### src/design/gvdc_pkg.sv
// Package for the grid vertex domination collapse block.
// Holds field widths, codes, controller states and the controller/datapath bundles.
// No dependencies.
`default_nettype none

package gvdc_pkg;

  localparam int COORD_W   = 6;
  localparam int IDX_W     = 12;
  localparam int CNT_OUT_W = 13;
  localparam int DIMS_W    = 3;
  localparam int RAD_W     = 4;
  localparam int SIDE_W    = 6;
  localparam int DELTA_W   = 4;
  localparam int CFG_W     = 6;
  localparam int CFG_AW    = 2;
  localparam int IN_DATA_W = 16;
  localparam int OUT_DATA_W = 32;

  localparam logic [CFG_AW-1:0] REG_DIMS  = 2'd0;
  localparam logic [CFG_AW-1:0] REG_RAD   = 2'd1;
  localparam logic [CFG_AW-1:0] REG_SIDE  = 2'd2;
  localparam logic [CFG_AW-1:0] REG_DELTA = 2'd3;

  localparam logic [DIMS_W-1:0]  DIMS_RST  = 3'd2;
  localparam logic [RAD_W-1:0]   RAD_RST   = 4'd1;
  localparam logic [SIDE_W-1:0]  SIDE_RST  = 6'd3;
  localparam logic [DELTA_W-1:0] DELTA_RST = 4'd2;

  localparam logic CMD_RUN  = 1'b0;
  localparam logic CMD_READ = 1'b1;

  localparam logic ST_OK      = 1'b0;
  localparam logic ST_REFUSED = 1'b1;

  typedef enum logic [4:0] {
    S_CLEAR, S_IDLE, S_RWAIT, S_OUT, S_SIZE, S_FILL, S_START, S_PASS,
    S_VISIT, S_VWAIT, S_DTEST, S_WADDR, S_WWAIT, S_OTEST, S_OADDR, S_OWAIT,
    S_REMOVE, S_NEXTP
  } state_t;

  typedef struct packed {
    logic rd_idx;
    logic res_read;
    logic res_run;
    logic res_refuse;
    logic size_start;
    logic size_step;
    logic sweep_init;
    logic sweep_fill;
    logic run_init;
    logic pass_start;
    logic rd_p;
    logic p_next;
    logic dv_dec;
    logic d_start;
    logic d_next;
    logic o_start;
    logic o_next;
    logic addr_start;
    logic addr_sel_o;
    logic addr_step;
    logic rd_addr;
    logic remove;
  } ctl_cmd_t;

  typedef struct packed {
    logic size_bad;
    logic npts_over;
    logic size_done;
    logic fill_last;
    logic clr_last;
    logic match;
    logic rd_bit;
    logic dv_zero;
    logic lim_zero;
    logic d_ok;
    logic d_last;
    logic o_ok;
    logic o_far;
    logic o_last;
    logic addr_oob;
    logic keep_going;
  } dp_sts_t;

endpackage

`default_nettype wire

### src/design/gvdc_ctrl.sv
// Controller state machine for the collapse block.
// Drives the datapath by command bundle; depends on gvdc_pkg.
`default_nettype none

module gvdc_ctrl (
  input  wire                     clk,
  input  wire                     rst_n,
  input  wire                     in_tvalid,
  output logic                    in_tready,
  input  wire                     in_cmd,
  output logic                    out_tvalid,
  input  wire                     out_tready,
  input  gvdc_pkg::dp_sts_t       sts,
  output gvdc_pkg::ctl_cmd_t      cmd
);

  gvdc_pkg::state_t state_r, state_nxt;

  always_ff @(posedge clk) begin
    if (!rst_n) state_r <= gvdc_pkg::S_CLEAR;
    else        state_r <= state_nxt;
  end

  assign in_tready  = (state_r == gvdc_pkg::S_IDLE);
  assign out_tvalid = (state_r == gvdc_pkg::S_OUT);

  always_comb begin
    state_nxt = state_r;
    unique case (state_r)
      gvdc_pkg::S_CLEAR: if (sts.clr_last) state_nxt = gvdc_pkg::S_IDLE;
      gvdc_pkg::S_IDLE: begin
        if (in_tvalid) begin
          if (in_cmd == gvdc_pkg::CMD_READ) state_nxt = gvdc_pkg::S_RWAIT;
          else                              state_nxt = gvdc_pkg::S_SIZE;
        end
      end
      gvdc_pkg::S_RWAIT: state_nxt = gvdc_pkg::S_OUT;
      gvdc_pkg::S_OUT: if (out_tready) state_nxt = gvdc_pkg::S_IDLE;
      gvdc_pkg::S_SIZE: begin
        if (sts.size_bad || sts.npts_over) state_nxt = gvdc_pkg::S_OUT;
        else if (sts.size_done)            state_nxt = gvdc_pkg::S_FILL;
      end
      gvdc_pkg::S_FILL: if (sts.fill_last) state_nxt = gvdc_pkg::S_START;
      gvdc_pkg::S_START: state_nxt = gvdc_pkg::S_PASS;
      gvdc_pkg::S_PASS: begin
        if (sts.keep_going) state_nxt = gvdc_pkg::S_VISIT;
        else                state_nxt = gvdc_pkg::S_OUT;
      end
      gvdc_pkg::S_VISIT: begin
        if (sts.match) state_nxt = gvdc_pkg::S_VWAIT;
        else           state_nxt = gvdc_pkg::S_NEXTP;
      end
      gvdc_pkg::S_VWAIT: begin
        if (sts.rd_bit && !sts.lim_zero) state_nxt = gvdc_pkg::S_DTEST;
        else                             state_nxt = gvdc_pkg::S_NEXTP;
      end
      gvdc_pkg::S_DTEST: begin
        if (sts.d_ok)        state_nxt = gvdc_pkg::S_WADDR;
        else if (sts.d_last) state_nxt = gvdc_pkg::S_NEXTP;
      end
      gvdc_pkg::S_WADDR: begin
        if (sts.size_done) begin
          if (!sts.addr_oob)   state_nxt = gvdc_pkg::S_WWAIT;
          else if (sts.d_last) state_nxt = gvdc_pkg::S_NEXTP;
          else                 state_nxt = gvdc_pkg::S_DTEST;
        end
      end
      gvdc_pkg::S_WWAIT: begin
        if (sts.rd_bit)      state_nxt = gvdc_pkg::S_OTEST;
        else if (sts.d_last) state_nxt = gvdc_pkg::S_NEXTP;
        else                 state_nxt = gvdc_pkg::S_DTEST;
      end
      gvdc_pkg::S_OTEST: begin
        if (sts.o_ok)        state_nxt = gvdc_pkg::S_OADDR;
        else if (sts.o_last) state_nxt = gvdc_pkg::S_REMOVE;
      end
      gvdc_pkg::S_OADDR: begin
        if (sts.size_done) begin
          if (!sts.addr_oob)   state_nxt = gvdc_pkg::S_OWAIT;
          else if (sts.o_last) state_nxt = gvdc_pkg::S_REMOVE;
          else                 state_nxt = gvdc_pkg::S_OTEST;
        end
      end
      gvdc_pkg::S_OWAIT: begin
        if (sts.rd_bit && sts.o_far) begin
          if (sts.d_last) state_nxt = gvdc_pkg::S_NEXTP;
          else            state_nxt = gvdc_pkg::S_DTEST;
        end else if (sts.o_last) begin
          state_nxt = gvdc_pkg::S_REMOVE;
        end else begin
          state_nxt = gvdc_pkg::S_OTEST;
        end
      end
      gvdc_pkg::S_REMOVE: state_nxt = gvdc_pkg::S_NEXTP;
      gvdc_pkg::S_NEXTP: begin
        if (sts.fill_last && sts.dv_zero) state_nxt = gvdc_pkg::S_PASS;
        else                              state_nxt = gvdc_pkg::S_VISIT;
      end
      default: state_nxt = gvdc_pkg::S_IDLE;
    endcase
  end

  always_comb begin
    cmd = '0;
    unique case (state_r)
      gvdc_pkg::S_CLEAR: cmd.sweep_fill = 1'b1;
      gvdc_pkg::S_IDLE: begin
        if (in_tvalid) begin
          if (in_cmd == gvdc_pkg::CMD_READ) cmd.rd_idx = 1'b1;
          else                              cmd.size_start = 1'b1;
        end
      end
      gvdc_pkg::S_RWAIT: cmd.res_read = 1'b1;
      gvdc_pkg::S_OUT: ;
      gvdc_pkg::S_SIZE: begin
        if (sts.size_bad || sts.npts_over) cmd.res_refuse = 1'b1;
        else if (sts.size_done)            cmd.sweep_init = 1'b1;
        else                               cmd.size_step  = 1'b1;
      end
      gvdc_pkg::S_FILL: cmd.sweep_fill = 1'b1;
      gvdc_pkg::S_START: cmd.run_init = 1'b1;
      gvdc_pkg::S_PASS: begin
        if (sts.keep_going) cmd.pass_start = 1'b1;
        else                cmd.res_run    = 1'b1;
      end
      gvdc_pkg::S_VISIT: if (sts.match) cmd.rd_p = 1'b1;
      gvdc_pkg::S_VWAIT: cmd.d_start = 1'b1;
      gvdc_pkg::S_DTEST: begin
        if (sts.d_ok) cmd.addr_start = 1'b1;
        else if (!sts.d_last) cmd.d_next = 1'b1;
      end
      gvdc_pkg::S_WADDR: begin
        if (!sts.size_done)    cmd.addr_step = 1'b1;
        else if (!sts.addr_oob) cmd.rd_addr  = 1'b1;
        else if (!sts.d_last)  cmd.d_next    = 1'b1;
      end
      gvdc_pkg::S_WWAIT: begin
        if (sts.rd_bit)       cmd.o_start = 1'b1;
        else if (!sts.d_last) cmd.d_next  = 1'b1;
      end
      gvdc_pkg::S_OTEST: begin
        if (sts.o_ok) begin
          cmd.addr_start = 1'b1;
          cmd.addr_sel_o = 1'b1;
        end else if (!sts.o_last) begin
          cmd.o_next = 1'b1;
        end
      end
      gvdc_pkg::S_OADDR: begin
        if (!sts.size_done)     cmd.addr_step = 1'b1;
        else if (!sts.addr_oob) cmd.rd_addr   = 1'b1;
        else if (!sts.o_last)   cmd.o_next    = 1'b1;
      end
      gvdc_pkg::S_OWAIT: begin
        // a live witness too far from the candidate: drop this candidate
        if (sts.rd_bit && sts.o_far) begin
          if (!sts.d_last) cmd.d_next = 1'b1;
        end else if (!sts.o_last) begin
          cmd.o_next = 1'b1;
        end
      end
      gvdc_pkg::S_REMOVE: cmd.remove = 1'b1;
      gvdc_pkg::S_NEXTP: begin
        if (!sts.fill_last)    cmd.p_next = 1'b1;
        else if (!sts.dv_zero) cmd.dv_dec = 1'b1;
      end
      default: ;
    endcase
  end

endmodule

`default_nettype wire

### config.mk
export PLATFORM = sky130hd
export DESIGN_NAME = gvdc_ctrl
export DESIGN_NICKNAME = d
export VERILOG_FILES = /design/src/design/gvdc_pkg.sv /design/src/design/gvdc_ctrl.sv
export SDC_FILE = /design/constraint.sdc
export NUM_CORES = 1
export LEC_CHECK = 0
export ABC_AREA = 1
export BUFFER_PORTS_ARGS = -buffer_cell sky130_fd_sc_hd__clkbuf_2
export CAP_MARGIN = 10
export CORE_MARGIN = 2
export CORE_UTILIZATION = 52
export DETAILED_ROUTE_END_ITERATION = 10
export GPL_TIMING_DRIVEN = 1
export MAX_ROUTING_LAYER = met4
export PLACE_DENSITY = 0.91
export SYNTH_ARGS = -nofsm -noshare
export SYNTH_HDL_FRONTEND = slang
export SYNTH_SLANG_ARGS = --single-unit
### constraint.sdc
create_clock -name clk -period 3.2 [get_ports clk]
set_input_delay 0.16 -clock clk [delete_from_list [all_inputs] [get_ports clk]]
set_output_delay 0.16 -clock clk [all_outputs]
set_load 0.1 [all_outputs]
; Word-level counts from Yosys, hierarchy flattened
; Cells that the tools add are included.
; W data, S select, Z words.
[op_classes]
eq_ne = 26
n_reduce_logical = 9
mux = 73
[op_table]
columns = operator, n
row1 = $mux W5, 20
row2 = $pmux W5 S18, 1
row3 = $mux W1, 41
row4 = $eq A5 B4 Y1 const B, 8
row5 = $eq A5 B3 Y1 const B, 4
row6 = $eq A5 B2 Y1 const B, 2
row7 = $eq A5 B5 Y1 const B, 2
row8 = $mux W2, 5
row9 = $ne A2 B2 Y1 const B, 5
row10 = $ne A3 B3 Y1 const B, 3
row11 = $reduce_and A9 Y1, 1
row12 = $mux W4, 2
row13 = $eq A5 B1 Y1 const B, 1
row14 = $logic_not A5 Y1, 1
row15 = $pmux W1 S4, 1
row16 = $reduce_or A2 Y1, 2
row17 = $logic_and A1 B1 Y1, 3
row18 = $mux W3, 1
row19 = $pmux W1 S3, 1
row20 = $ne A2 B1 Y1 const B, 1
row21 = $pmux W1 S2, 1
row22 = $logic_not A1 Y1, 1
row23 = $logic_or A1 B1 Y1, 1
[word_totals]
input_bits = 21
word_cells = 109
reg_bits = 5

; Longest topological paths before layout
; Gate-level depths: netlist of run 1.
[depth]
ltp_word = 4
mapped_depth = 12
mapped_depth_nobuf = 12

; Worst setup path before layout of run 1
; No wires, ideal clock.
[synth_path]
kind = reg-to-output
from = register state_r[0]
to = output port cmd[7] (netlist name)
slack_ns = 0.045
t_arrival_ns = 2.995
path_stages_with_launch = 5
cell_sequence = dfxtp_1 nand2_2 clkinv_2 nand3_1 o21ai_0
[synth_lines]
columns = element, line
row1 = "start, declared", gvdc_ctrl.sv:17  ; gvdc_pkg::state_t state_r, state_nxt;
row2 = "start signal, assigned", gvdc_ctrl.sv:20  ; if (!rst_n) state_r <= gvdc_pkg::S_CLEAR;
row3 = "start signal, assigned", gvdc_ctrl.sv:21  ; else state_r <= state_nxt;
row4 = "end, declared", gvdc_ctrl.sv:14  ; output gvdc_pkg::ctl_cmd_t cmd

==> run metrics, run 1 <==
outcome=completed; Stages on worst setup path=7; CTS Sinks=5; die area=2520 sq um; Starting Density=0.559; CTS buffer count=3; Crit. End Element=primary output; CP Launch Type=flip-flop; setup violators final=0; Critical Path Source=state_r[2]; Root Buffer Master=clkbuf_4; io pins=45; FILL cells=226; Netlist Area Pre-Place=1110 sq um; hpwl dp=3.02 mm; post-synthesis sequential area ratio=0.0903; chip width=50.2 um; H-tree Lvls=1; LEAKAGE=0.905 nW; Final Util=0.695; Hold Path Depth=3; row cnt=16; most common cell after layout, fill and taps aside=nand2_1; Layout Skew=0.00716 ns; Avg Inst Size Synth=4.88 sq um; final setup margin=0.994 ns; Die Span Y=50.2 um; Remaining Overflow, GRT=0; biggest regs=state_r: 5 flops; CP arrival=2.05 ns; sw frac=0.678; CTS clk-pin slew, worst paths=0.05 ns; register area=100 sq um; Top reg by flops=state_r; net count after synthesis=248; Multi-input gate area=853 sq um; Total Routing Usage GR=0.323; Hold Vio Cnt, Final=0; fin crit share=0.689; relative slew slack=0.618; Int Pwr=0.251 mW; Cell variety after synth=21; most frequent cells in the layout=nand2_1, nor2_1, clkbuf_2, inv_1, nand3_1; Setup Fix Bufs, Post-CTS=0; CTS max path bufs=2; CP required=3.04 ns; YS warnings=0; R2R Path End=state_r[0]; first-pass GRT wire length=6.09 mm; FF+latch count, synth=5; delay-heaviest family, CP=simple AND/OR/NAND/NOR gates; clock power share=0.097; Reg2Reg Depth=9; share of cells above drive strength 1=0.263; PortBufs=44; GPL Wtd Cong=0.965; vias after detailed routing=1593; Post-DRT Antenna Nets=0; pin count of the biggest net entering global routing=11; core area=1980 sq um; CTS tree=built; Final Max Slew Viols=0; Crit path largest cell delay=0.48 ns; FF-to-FF Start=state_r[2]; CP endpoint=cmd[7]; hold path startpoint=rst_n; Avg Vias per Cell=5.29; # diodes=0; # DRC=0; Post-Synthesis Cells=227; RSZ-0062 raised after global routing=false; CTS Hold Buffers Added=0; # Max-Cap Violations=0; R2R Setup Slk=1.44 ns; initial DRC count=82; Setup Crit Path Kind=reg -> out; max reg flops=5; Layout Nets=296; Logic pwr share=0.760; crit path max fanout=8; Post-CTS Resized=0; initial antenna violation count=0; Switching Power=0.527 mW; crit path buf inv count=1; DRT Wirelength=3.57 mm; Power Dens Cells=565 nW/um^2; Worst Tran Pin Value=0.571 ns; vias in the first global route=1391; part of the power in registers=0.143; Syn-to-layout area delta=24.3%; CP max stage cell=clkbuf_2; DP Worst Slack=1.28 ns; worst path cell trace=nand3_1 -> nor2_1 -> nand2_1 -> nand2_1 -> nor2_1 -> o21ai_0 -> clkbuf_2; Max IR drop VDD=0.000501 V; Tmin final=2.21 ns; drt wl/cell=11.9 um; setup tns final=0 ns; Hold Path Class=in -> reg; Fmax achieved=0.453 GHz; DR pass1 iterations=5; worst skew pair latency=0.25 ns
power groups by stage:
stage	logic, mW	clock network (mW)	registers [mW]
3_5_place_dp	0.586	0	0.112
2_1_floorplan	0.481	0	0.103
6_report	0.591	0.0754	0.111
5_1_grt	0.637	0.0826	0.114
3_3_place_gp	0.580	0	0.111
4_1_cts	0.587	0.0767	0.111
worst min-delay path: stages:
cell and delay (ns):
clkbuf_2 0.09, nand2_1 0.06, nor2_1 0.04
synthesized netlist by cell type:
cell | n | area [sq um]
nor2_1 | 50 | 188
nand2_4 | 2 | 22.5
nand3_2 | 1 | 10.0
o21a_1 | 1 | 7.51
dfxtp_1 | 5 | 100
nand2_2 | 7 | 43.8
inv_1 | 32 | 120
a21oi_1 | 4 | 20.0
o21ai_0 | 11 | 55.1
nor2_2 | 5 | 31.3
nand4_1 | 5 | 31.3
nand2_1 | 60 | 225
nand3_1 | 26 | 130
nand3b_1 | 2 | 15.0
nor3_1 | 3 | 15.0
inv_2 | 5 | 18.8
o211ai_1 | 2 | 15.0
nor2_4 | 3 | 33.8
clkinv_2 | 1 | 5.00
buf_6 | 1 | 11.3
nor3_2 | 1 | 10.0
worst min-delay path by stage:
| stage | to | slack [ns] |
|---|---|---|
| finish | state_r[0] | 0.14 |
| global route | state_r[0] | 0.15 |
| CTS | state_r[0] | 0.14 |
| detailed placement | state_r[0] | 0.40 |
| global placement | state_r[0] | 0.41 |
| floorplan | state_r[0] | 0.29 |
layout make-up:
class / instances / area share
clock buffers: 4 / 0.0191
inverters: 38 / 0.104
multi-input cells: 183 / 0.619
flip-flops and latches: 5 / 0.0727
well taps: 27 / 0.0245
repair buffers: 44 / 0.160
routing by layer:
metal  global-route usage  part of all wire  vias to the layer above
li1                     -                 -                      810
met1                0.422              0.43                      691
met2                0.502              0.46                       86
met3               0.0714              0.10                        6
met4               0.0880            0.0084                        0
met5                    -                 0                        -
through the flow:
stage / instance area (sq um) / hold WS, ns / cells / total power, mW
floorplan: 1110 / 0.286 / 227 / 0.584
global placement: 1350 / 0.406 / 297 / 0.691
detailed placement: 1350 / 0.405 / 297 / 0.698
CTS: 1380 / 0.144 / 301 / 0.775
global route: 1380 / 0.146 / 301 / 0.833
finish: 1380 / 0.143 / 301 / 0.778
cells by family (layout without fill, tap and decap cells):
kind of cell           count (synthesis)  count (layout)  share of synthesized area
flip-flops                             5               5                     0.0903
AO/OA/AOI/OAI                         18              18                     0.0880
AND/OR/NAND/NOR                      165             165                      0.682
buffers and inverters                 39              86                      0.140
(Power assumes the default switching activity.)
==> inputs of run 2 (changes only) <==
--- a/config.mk
+++ b/config.mk
@@ -9,11 +9,11 @@
 export BUFFER_PORTS_ARGS = -buffer_cell sky130_fd_sc_hd__clkbuf_2
 export CAP_MARGIN = 10
 export CORE_MARGIN = 2
-export CORE_UTILIZATION = 52
+export CORE_UTILIZATION = 49
 export DETAILED_ROUTE_END_ITERATION = 10
 export GPL_TIMING_DRIVEN = 1
 export MAX_ROUTING_LAYER = met4
-export PLACE_DENSITY = 0.91
+export PLACE_DENSITY = 0.87
 export SYNTH_ARGS = -nofsm -noshare
 export SYNTH_HDL_FRONTEND = slang
 export SYNTH_SLANG_ARGS = --single-unit
==> constraint.sdc (replaced) <==
create_clock -name clk -period 2.1 [get_ports clk]
set_input_delay 0.105 -clock clk [delete_from_list [all_inputs] [get_ports clk]]
set_output_delay 0.105 -clock clk [all_outputs]
set_load 0.1 [all_outputs]
==> run metrics, run 2 (synthesis results as in run 1) <==
outcome=completed; CTS buffer count=3 (unchanged); first-pass GRT wire length=5.65 mm (-7.1%); CP arrival=1.90 ns (-0.15 ns); Int Pwr=0.398 mW (+59%); Top reg by flops=state_r; # Max-Cap Violations=0 (unchanged); Layout Nets=297 (+0.34%); Power Dens Cells=813 nW/um^2 (+44%); H-tree Lvls=1 (unchanged); relative slew slack=0.628 (+0.00982); R2R Setup Slk=0.38 ns (-1.06 ns); hpwl dp=2.96 mm (-2.0%); CTS clk-pin slew, worst paths=0.04 ns (about the same); Die Span Y=51.6 um (+2.8%); worst path cell trace=inv_2 -> nand2_1 -> nor2_2 -> nand2_4 -> nand2_2 -> nand2_2 -> inv_1 -> clkbuf_2; pin count of the biggest net entering global routing=11 (unchanged); biggest regs=state_r: 5 flops; Max IR drop VDD=0.000851 V (+70%); CTS max path bufs=2 (unchanged); hold path startpoint=rst_n; PortBufs=44 (unchanged); R2R Path End=state_r[1]; Root Buffer Master=clkbuf_4; part of the power in registers=0.140 (-0.003); crit path max fanout=8 (unchanged); Total Routing Usage GR=0.282 (-0.0411); Crit path largest cell delay=0.46 ns (-0.02 ns); clock power share=0.092 (-0.005); initial DRC count=78 (-4.9%); setup violators final=0 (unchanged); LEAKAGE=0.929 nW (+2.6%); worst skew pair latency=0.24 ns (about the same); DP Worst Slack=0.343 ns (-0.937 ns); Worst Hold Path EP=state_r[0]; CP max stage cell=clkbuf_2; Syn-to-layout area delta=35.8%; Top cell by count, worst path=nand2_2; Setup Crit Path Kind=reg -> out; # DRC=0 (unchanged); Setup Fix Bufs, Post-CTS=0 (unchanged); DRT Wirelength=3.49 mm (-2.2%); Worst Tran Pin Value=0.561 ns (-0.0102 ns); most frequent cells in the layout=nand2_1, nor2_1, clkbuf_2, inv_1, nand3_1; vias in the first global route=1375 (-1.2%); core area=2170 sq um (+9.5%); Fmax achieved=0.499 GHz; CTS Hold Buffers Added=0 (unchanged); CP required=2.00 ns (-1.04 ns); Remaining Overflow, GRT=0 (unchanged); # diodes=0 (unchanged); Hold Path Depth=3 (unchanged); FF-to-FF Start=state_r[4]; DR pass1 iterations=4 (-1); io pins=45 (unchanged); initial antenna violation count=0 (unchanged); GPL Wtd Cong=1.07 (+11%); share of cells above drive strength 1=0.338 (+0.0754); sw frac=0.675 (-0.00304); Hold Path Class=in -> reg; final setup margin=0.0959 ns (-0.898 ns); drt wl/cell=11.5 um (-2.8%); chip width=51.6 um (+2.8%); CTS tree=built; fin crit share=0.954; Tmin final=2.00 ns; die area=2660 sq um (+5.6%); Switching Power=0.826 mW (+57%); non-filler instance count after layout=303 (+0.66%); Post-DRT Antenna Nets=0 (unchanged); Avg Vias per Cell=5.28 (-0.29%); most common cell after layout, fill and taps aside=nand2_1; max reg flops=5 (unchanged); Hold Vio Cnt, Final=0 (unchanged); vias after detailed routing=1599 (+0.38%); CP Launch Type=flip-flop; Logic pwr share=0.768 (+0.008); Starting Density=0.511 (-0.0484); CTS Sinks=5 (unchanged); Layout Skew=0.000893 ns (-0.00627 ns); Final Util=0.694 (-0.00130); Reg2Reg Depth=11 (+2); row cnt=17 (+1); placed cells=299 (+0.67%); Crit. End Element=primary output; Final Max Slew Viols=0 (unchanged)
## run 2: cell count changes in the layout (fill, tap and decap cells not counted), sizes merged
cell / previous run / this run
buf: 0 / 8
clkbuf: 48 / 41
## run 2: how the worst max path moves through the flow
| stage | slack [ns] | depth (start not counted) | end | from |
|---|---|---|---|---|
| after floorplan | -0.02 | 4 | cmd[9] | state_r[0] |
| after global placement | 0.32 | 5 | cmd[5] | state_r[2] |
| after detailed placement | 0.34 | 5 | cmd[5] | state_r[2] |
| after CTS | 0.07 | 5 | cmd[5] | state_r[2] |
| after global routing | -0.02 | 7 | cmd[2] | state_r[3] |
| final | 0.1 | 8 | cmd[2] | state_r[4] |
## run 2: through the flow
step | area, sq um | hold slack (ns) | TNS [ns] | total power [mW]
3_5_place_dp | 1470 | 0.331 | 0 | 1.10
3_3_place_gp | 1470 | 0.325 | 0 | 1.10
4_1_cts | 1500 | 0.0703 | 0 | 1.23
5_1_grt | 1510 | 0.0611 | -0.0225 | 1.31
6_report | 1510 | 0.0827 | 0 | 1.22
2_1_floorplan | 1200 | 0.223 | -0.0245 | 0.932
## run 2: repair_timing
action,4_1_cts,5_1_grt
hold endpoints to repair,0,0
resized for setup,0,3
endpoints found under the setup margin,0,2
## run 2: worst max-delay path, delay by kind of cell, from the launching register on
kind	cells	cell delay (ns)
buffers and inverters	3	0.67
DFF	1	0.35
and+or+nand+nor	5	0.64
## run 2: power groups by stage
stage	registers (mW)	logic [mW]	clock network (mW)
final	0.172	0.940	0.113
after global routing	0.178	1.00	0.131
after CTS	0.171	0.934	0.119
after detailed placement	0.173	0.932	0
after global placement	0.173	0.925	0
after floorplan	0.159	0.772	0
## run 2: routing by layer
metal / GRT usage / share of wire
met4: 0.0307 / 0.0054
met3: 0.0517 / 0.092
met1: 0.369 / 0.43
met5: - / 0
met2: 0.472 / 0.47
## run 2: final cells by class
| class | count | area (sq um) |
|---|---|---|
| clock buffer | 4 | 26.3 |
| fill | 226 | 664 |
| inverter | 38 | 144 |
| multi-input combinational | 183 | 951 |
| sequential | 5 | 101 |
| tap | 28 | 35.0 |
| timing repair buffer | 45 | 248 |
==> inputs of run 3 (changes only) <==
--- a/config.mk
+++ b/config.mk
@@ -13,7 +13,7 @@
 export DETAILED_ROUTE_END_ITERATION = 10
 export GPL_TIMING_DRIVEN = 1
 export MAX_ROUTING_LAYER = met4
-export PLACE_DENSITY = 0.87
+export PLACE_DENSITY = 0.79
 export SYNTH_ARGS = -nofsm -noshare
 export SYNTH_HDL_FRONTEND = slang
 export SYNTH_SLANG_ARGS = --single-unit
==> run metrics, run 3 (synthesis results as in run 1) <==
die area=2660 sq um (unchanged); Tmin final=1.96 ns (-0.0485 ns); drt wl/cell=11.9 um (+2.9%); DP Worst Slack=0.334 ns (-0.00933 ns); crit path max fanout=7 (-1); Final Max Slew Viols=0 (unchanged); Final Power=1.23 mW (+0.54%); biggest regs=state_r: 5 flops; chip width=51.6 um (unchanged); part of the power in registers=0.142 (+0.002); sw frac=0.675 (about the same); outcome=completed; Fmax achieved=0.511 GHz (+2.5%); io pins=45 (unchanged); max reg flops=5 (unchanged); core area=2170 sq um (unchanged); GPL Wtd Cong=1.09 (+1.5%); Logic pwr share=0.766 (-0.002); Switching Power=0.831 mW (+0.60%); setup violators final=0 (unchanged); CP required=2.00 ns (about the same); first-pass GRT wire length=6.08 mm (+7.6%); DRT Wirelength=3.60 mm (+3.2%); Setup Crit Path Kind=reg -> out; share of cells above drive strength 1=0.337 (-0.00123); FILL cells=229 (+1.3%); CTS max path bufs=2 (unchanged); CTS Sinks=5 (unchanged); H-tree Lvls=1 (unchanged); Hold Worst Slack=0.0942 ns (+0.0115 ns); # Max-Cap Violations=0 (unchanged); Hold Vio Cnt, Final=0 (unchanged); Post-DRT Antenna Nets=0 (unchanged); CTS Hold Buffers Added=0 (unchanged); LEAKAGE=0.938 nW (+1.1%); Total Routing Usage GR=0.302 (+0.0195); Layout Skew=0.00371 ns (+0.00282 ns); CTS clk-pin slew, worst paths=0.04 ns (about the same); Root Buffer Master=clkbuf_4; dpl cell area=1500 sq um (+1.7%); Worst Tran Pin Value=0.544 ns (-0.0169 ns); hpwl dp=3.08 mm (+3.8%); row cnt=17 (unchanged); final setup margin=0.144 ns (+0.0485 ns); Int Pwr=0.400 mW (+0.43%); PortBufs=44 (unchanged); Syn-to-layout area delta=37.8%; Final Cell Area=1530 sq um (+1.5%); Hold Path Class=in -> reg; most frequent cells in the layout=nand2_1, nor2_1, clkbuf_2, inv_1, nand3_1; Crit. End Element=primary output; pin count of the biggest net entering global routing=11 (unchanged); Top reg by flops=state_r; vias in the first global route=1406 (+2.3%); Starting Density=0.511 (unchanged); initial DRC count=72 (-7.7%); DR pass1 iterations=4 (unchanged); Avg Vias per Cell=5.22 (-1.1%); relative slew slack=0.639 (+0.0112); fin crit share=0.931 (-0.0231); Layout Nets=298 (+0.34%); # diodes=0 (unchanged); CTS buffer count=3 (unchanged); worst skew pair latency=0.24 ns (about the same); CTS tree=built; CP arrival=1.85 ns (-0.05 ns); Max IR drop VDD=0.000856 V (+0.65%); RSZ-0062 raised after global routing=false; vias after detailed routing=1586 (-0.81%); CP Launch Type=flip-flop; most common cell after layout, fill and taps aside=nand2_1; Die Span Y=51.6 um (unchanged); setup tns final=0 ns (unchanged); Power Dens Cells=806 nW/um^2 (-0.94%); Remaining Overflow, GRT=0 (unchanged); # DRC=0 (unchanged); clock power share=0.092 (about the same); Setup Fix Bufs, Post-CTS=0 (unchanged); initial antenna violation count=0 (unchanged)
## run 3: what timing repair did
| item | in CTS | in global routing |
|---|---|---|
| resized for setup | 0 | 2 |
| setup endpoints to repair | 0 | 1 |
| hold endpoints to repair | 0 | 0 |
## run 3: per-layer routing
layer	routed length, um	vias up	GRT usage
met3	285	2	0.0374
met1	1610	698	0.410
met4	19	0	0.0132
met2	1690	73	0.509
met5	0	-	-
li1	-	813	-
## run 3: layout make-up
class	count	area [sq um]	area share
sequential	5	101	0.0663
timing repair buffer	46	273	0.179
tap	28	35.0	0.0229
inverter	38	144	0.0942
multi-input combinational	183	948	0.621
clock buffer	4	26.3	0.0172
## run 3: per-stage QoR
step                utilization  cells
finish                    0.704    304
global route              0.704    304
CTS                       0.703    304
detailed placement        0.691    300
global placement          0.691    300
floorplan                     -    227
## run 3: worst max-delay path: stages (launching register included)
cell     delay (ns)
dfxtp_1        0.35
inv_2          0.15
nand2_1        0.08
nor2_2         0.30
buf_4          0.20
nand3_1        0.12
o21ai_2        0.13
buf_4          0.29
## run 3: power groups by stage
stage / logic, mW / registers, mW / clock network, mW
floorplan: 0.772 / 0.159 / 0
global placement: 0.932 / 0.174 / 0
detailed placement: 0.935 / 0.175 / 0
CTS: 0.938 / 0.173 / 0.116
global route: 1.02 / 0.177 / 0.119
finish: 0.943 / 0.175 / 0.113
## run 3: worst paths after layout
check / from / end / slack (ns) / depth (start not counted)
hold reg to reg: state_r[3] / state_r[3] / 0.57 / 2
setup reg to reg: state_r[4] / state_r[1] / 0.34 / 12
setup / recovery: state_r[4] / cmd[7] / 0.14 / 7
hold / removal: rst_n / state_r[0] / 0.09 / 3
